`config.mk`:
```
export PLATFORM = sky130hd
export DESIGN_NAME = iasmd_div_step
export DESIGN_NICKNAME = d
export VERILOG_FILES = /design/src/sv/integer_add_sub_mul_div_unit_macros.svh /design/src/sv/iasmd_pkg.sv /design/src/sv/iasmd_div_step.sv
export SDC_FILE = /design/constraint.sdc
export NUM_CORES = 1
export LEC_CHECK = 0
export ABC_CLOCK_PERIOD_IN_PS = 4450
export BUFFER_PORTS_ARGS = -buffer_cell sky130_fd_sc_hd__buf_4
export CORE_MARGIN = 1.5
export CORE_UTILIZATION = 41
export DETAILED_ROUTE_END_ITERATION = 10
export GPL_TIMING_DRIVEN = 0
export PLACE_DENSITY = 0.8
export SLEW_MARGIN = 0
export SYNTH_ARGS = -nofsm -noshare
export SYNTH_HDL_FRONTEND = slang
export SYNTH_SLANG_ARGS = --single-unit
```
`constraint.sdc`:
```
create_clock -name vclk -period 4.45
set_clock_uncertainty 0.2 [all_clocks]
set_input_delay 0.89 -clock vclk [all_inputs]
set_output_delay 0.89 -clock vclk [all_outputs]
set_load 0.02 [all_outputs]
```
`src/sv/integer_add_sub_mul_div_unit_macros.svh`:
```
// Assertion macros for the integer add/subtract/multiply/divide unit.
// Depends on nothing; included by the top level only.
`ifndef INTEGER_ADD_SUB_MUL_DIV_UNIT_MACROS_SVH
`define INTEGER_ADD_SUB_MUL_DIV_UNIT_MACROS_SVH

// Same-cycle implication, disabled during reset.
`define IASMD_ASSERT_NOW(label, clk, rstn, ante, cons, msg) \
    label: assert property (@(posedge clk) disable iff (!rstn) (ante) |-> (cons)) \
        else $error(msg);

// Next-cycle implication, checked during reset too.
`define IASMD_ASSERT_NEXT(label, clk, ante, cons, msg) \
    label: assert property (@(posedge clk) (ante) |=> (cons)) \
        else $error(msg);

`endif

```
`src/sv/iasmd_pkg.sv`:
```
// Shared types and command codes of the integer add/subtract/multiply/divide unit.
// Depends on nothing.
`default_nettype none
package iasmd_pkg;
    typedef logic [1:0] cmd_t;

    localparam cmd_t CMD_ADD = 2'd0;
    localparam cmd_t CMD_SUB = 2'd1;
    localparam cmd_t CMD_MUL = 2'd2;
    localparam cmd_t CMD_DIV = 2'd3;
endpackage
`default_nettype wire

```
`src/sv/iasmd_div_step.sv`:
```
// One restoring division step: shifts in one dividend bit and forms one quotient bit.
// Depends on iasmd_pkg.
`default_nettype none
module iasmd_div_step
    import iasmd_pkg::*;
#(
    parameter int WIDTH = 32
) (
    input  wire logic [WIDTH-1:0] rem_in,
    input  wire logic [WIDTH-1:0] quo_in,
    input  wire logic [WIDTH-1:0] divisor,
    output logic      [WIDTH-1:0] rem_out,
    output logic      [WIDTH-1:0] quo_out
);
    logic [WIDTH:0] trial;
    logic [WIDTH:0] diff;
    logic           fits;

    always_comb begin
        trial   = {rem_in, quo_in[WIDTH-1]};
        diff    = trial - {1'b0, divisor};
        fits    = (trial >= {1'b0, divisor});
        rem_out = fits ? diff[WIDTH-1:0] : trial[WIDTH-1:0];
        quo_out = {quo_in[WIDTH-2:0], fits};
    end
endmodule
`default_nettype wire

```
==> summary.txt <==
Placed design
  – Final HPWL DP: 6210 µm
  – Worst slack at placement: -0.551 ns
  – Post-Place Cells: 559
  – I/O Buffers: ~130
  – Dpl cell area: about 3600 µm²
  – Global placement routability congestion: 0.883

STA
  – Worst setup slack after layout: -0.170 ns
  – RSZ-0062 raised after global routing: yes
  – Setup-failing EPs final: 29
  – Slew Limit Fails: 0
  – Max_slew headroom: 56.6%
  – Fin crit share: 104%
  – Final Hold Violating Endpoints: 0
  – Least-Margin Pin Slew: 0.643 ns
  – Fin crit period: 4.62 ns
  – Fmax: 216 MHz

Detailed routing
  – DRC errors left: 0
  – Drt initial violations: 125
  – First-pass DRT Iterations: 4
  – Met2 Routed Length: 4320 µm
  – Metal-1 WL: 3230 µm
  – Antenna Nets Post-Route: 0
  – Vias: 3050
  – DR vias/cell: 5.37
  – Met3 Wirelength: 576 µm
  – Final WL: 8170 µm
  – Wire length per cell: 14.4 µm
  – Top Layer Used: met4

Cells and area
  – Fin area: 4180 µm²
  – Layout cells sized above 1: 50.9%
  – FF/Latch Area: 0 µm²
  – Sequential cell count: 0
  – Total Nets Final: 624
  – Antenna diodes: 0
  – Area grow syn2layout: 62.4%
  – Clock buffers: 0
  – Cell Count, Final, Fillers Out: 568

Global routing
  – Initial antenna violation count: 0
  – Vias in the first global route: 2901
  – Global Route Usage Sum: between 20% and 30%
  – Global route overflow: 0
  – Global-route wire length before repair: 12300 µm
  – Largest net degree at the start of global routing: 11

Yosys
  – Yosys cell types: 51
  – Synth Area in Simple Gates: 17.6%
  – Most frequent cell after synthesis: inv_1
  – Avg Inst Size Synth: 7.24 µm²
  – Seq/Total Area, Yosys: 0%
  – Cell Area, Synth: 2570 µm²
  – Largest family of logic cells by synthesized area: compound AO/OA/AOI/OAI gates
  – Post-synthesis compound-gate area fraction: about a quarter
  – Synth top area share: between 15 and 20%
  – Adder-cell share of the synthesized area: 16.4%
  – Synth area leader: ha_1
  – Synth top area cells: ha_1, buf_4, mux2_2
  – YS warnings: 0
  – Synthesized instance count: 355
  – Mux contribution to synthesized area: 15.2%
  – Synth Area in XOR/XNOR: 8.86%
  – Post-synth top cells: inv_1, buf_4, ha_1
  – Mapped Nets: 484

Run
  – Max Cap Viol: 0

Critical path
  – Critical path startpoint category: input port
  – Worst endpoint required time: 3.36 ns
  – CP Class: in -> out
  – Setup crit end kind: output pin
  – Max FO, Critical Path: 5
  – Critical path arrival: about 3.5 ns

CTS
  – Hold-fix buffers at CTS: 0

Pwr
  – Pwr Density: between 150 and 200 nW/µm²
  – Worst IR Drop VDD: 144 µV
  – Leak: 2.10 nW

Die
  – Ports: 160
  – DIE HEIGHT: around 82 µm
  – Die W: 82.2 µm
  – Initial core utilization: 42.9%
  – # rows: 28
  – Core footprint: 5990 µm²
  – Full die area: 6760 µm²

Min path
  – HP Class: in -> out
  – Worst Hold Path Cells: 2

Run status
  – Violated checks: negative setup slack
  – Status: complete, but fails checks
==> timing repair <==
action	4_1_cts	5_1_grt
gates resized for setup	62	30
pin swaps	15	5
setup endpoints to repair	33	33
cloned	1	2
buffers inserted	8	4
endpoints found under the hold margin	0	0
==> stage by stage <==
| step | utilization, % | setup TNS, ns | hold WS, ns | power, mW |
|---|---|---|---|---|
| floorplan | - | 0 | 1.69 | 0.449 |
| global placement | 60.8 | -14.35 | 1.78 | 0.656 |
| detailed placement | 60.8 | -14.81 | 1.78 | 0.666 |
| CTS | 66.5 | -3.74 | 1.78 | 0.743 |
| global route | 69.7 | -6.27 | 1.78 | 0.858 |
| finish | 69.7 | -4.25 | 1.78 | 0.800 |
==> cell usage in the layout, fill, tap and decap left out, types with 3 or more instances in the layout <==
cell and count:
nor3_1 4, a21oi_1 24, mux2_2 18, nor2b_1 5, buf_4 138, nor2_1 23, buf_6 33, o21bai_1 4
ha_4 8, ha_1 23, mux2i_1 3, a31oi_1 5, o21a_1 4, nand3_1 6, nand4_1 9, inv_1 31
xor2_1 8, xnor2_1 18, o211ai_1 3, clkbuf_1 4, inv_2 7, nand2_1 24, mux2_4 11, o21ai_0 12
a21o_1 9, buf_12 5
==> kinds of logic (layout without fill, tap and decap cells) <==
kind of cell | count (synthesis) | count (layout)
xor gates and xnor gates | 26 | 26
muxes | 32 | 32
adders and majority gates | 33 | 33
buffers and inverters | 86 | 224
and+or+nand+nor | 89 | 89
AOI/OAI and AO/OA | 89 | 89
==> metal layers <==
| metal | track usage [%] | vias up |
|---|---|---|
| li1 | - | 1503 |
| met1 | 26.3 | 1398 |
| met2 | 43.8 | 143 |
| met3 | 1.87 | 6 |
| met4 | 2.37 | 0 |
| met5 | 0 | - |
==> worst max-delay path, cell delays in order <==
cell,delay [ns]
buf_6,0.10
inv_4,0.05
ha_4,0.21
a21oi_4,0.15
a211oi_2,0.09
or3_4,0.41
nor4b_4,0.38
o21ai_2,0.11
a31oi_4,0.22
o21a_4,0.18
inv_6,0.04
buf_12,0.13
buf_12,0.13
mux2_4,0.30
buf_6,0.13
==> path summary, 6_finish.rpt <==
| kind | startpoint | to |
|---|---|---|
| setup / recovery | divisor[7] | rem_out[24] |
| hold / removal | quo_in[15] | quo_out[16] |
==> area by class of cell <==
class	count	area, µm²
plain buffers	39	315
fillers	478	1820
inverters	41	164
multi-input cells	269	2320
well taps	75	93.8
repair buffers	144	1280
==> report_power, final <==
group	switching, mW	internal (mW)
clock network	0	0
logic	0.378	0.422
registers	0	0
total	0.378	0.422
No activity file was read; power rests on OpenSTA's default activity.
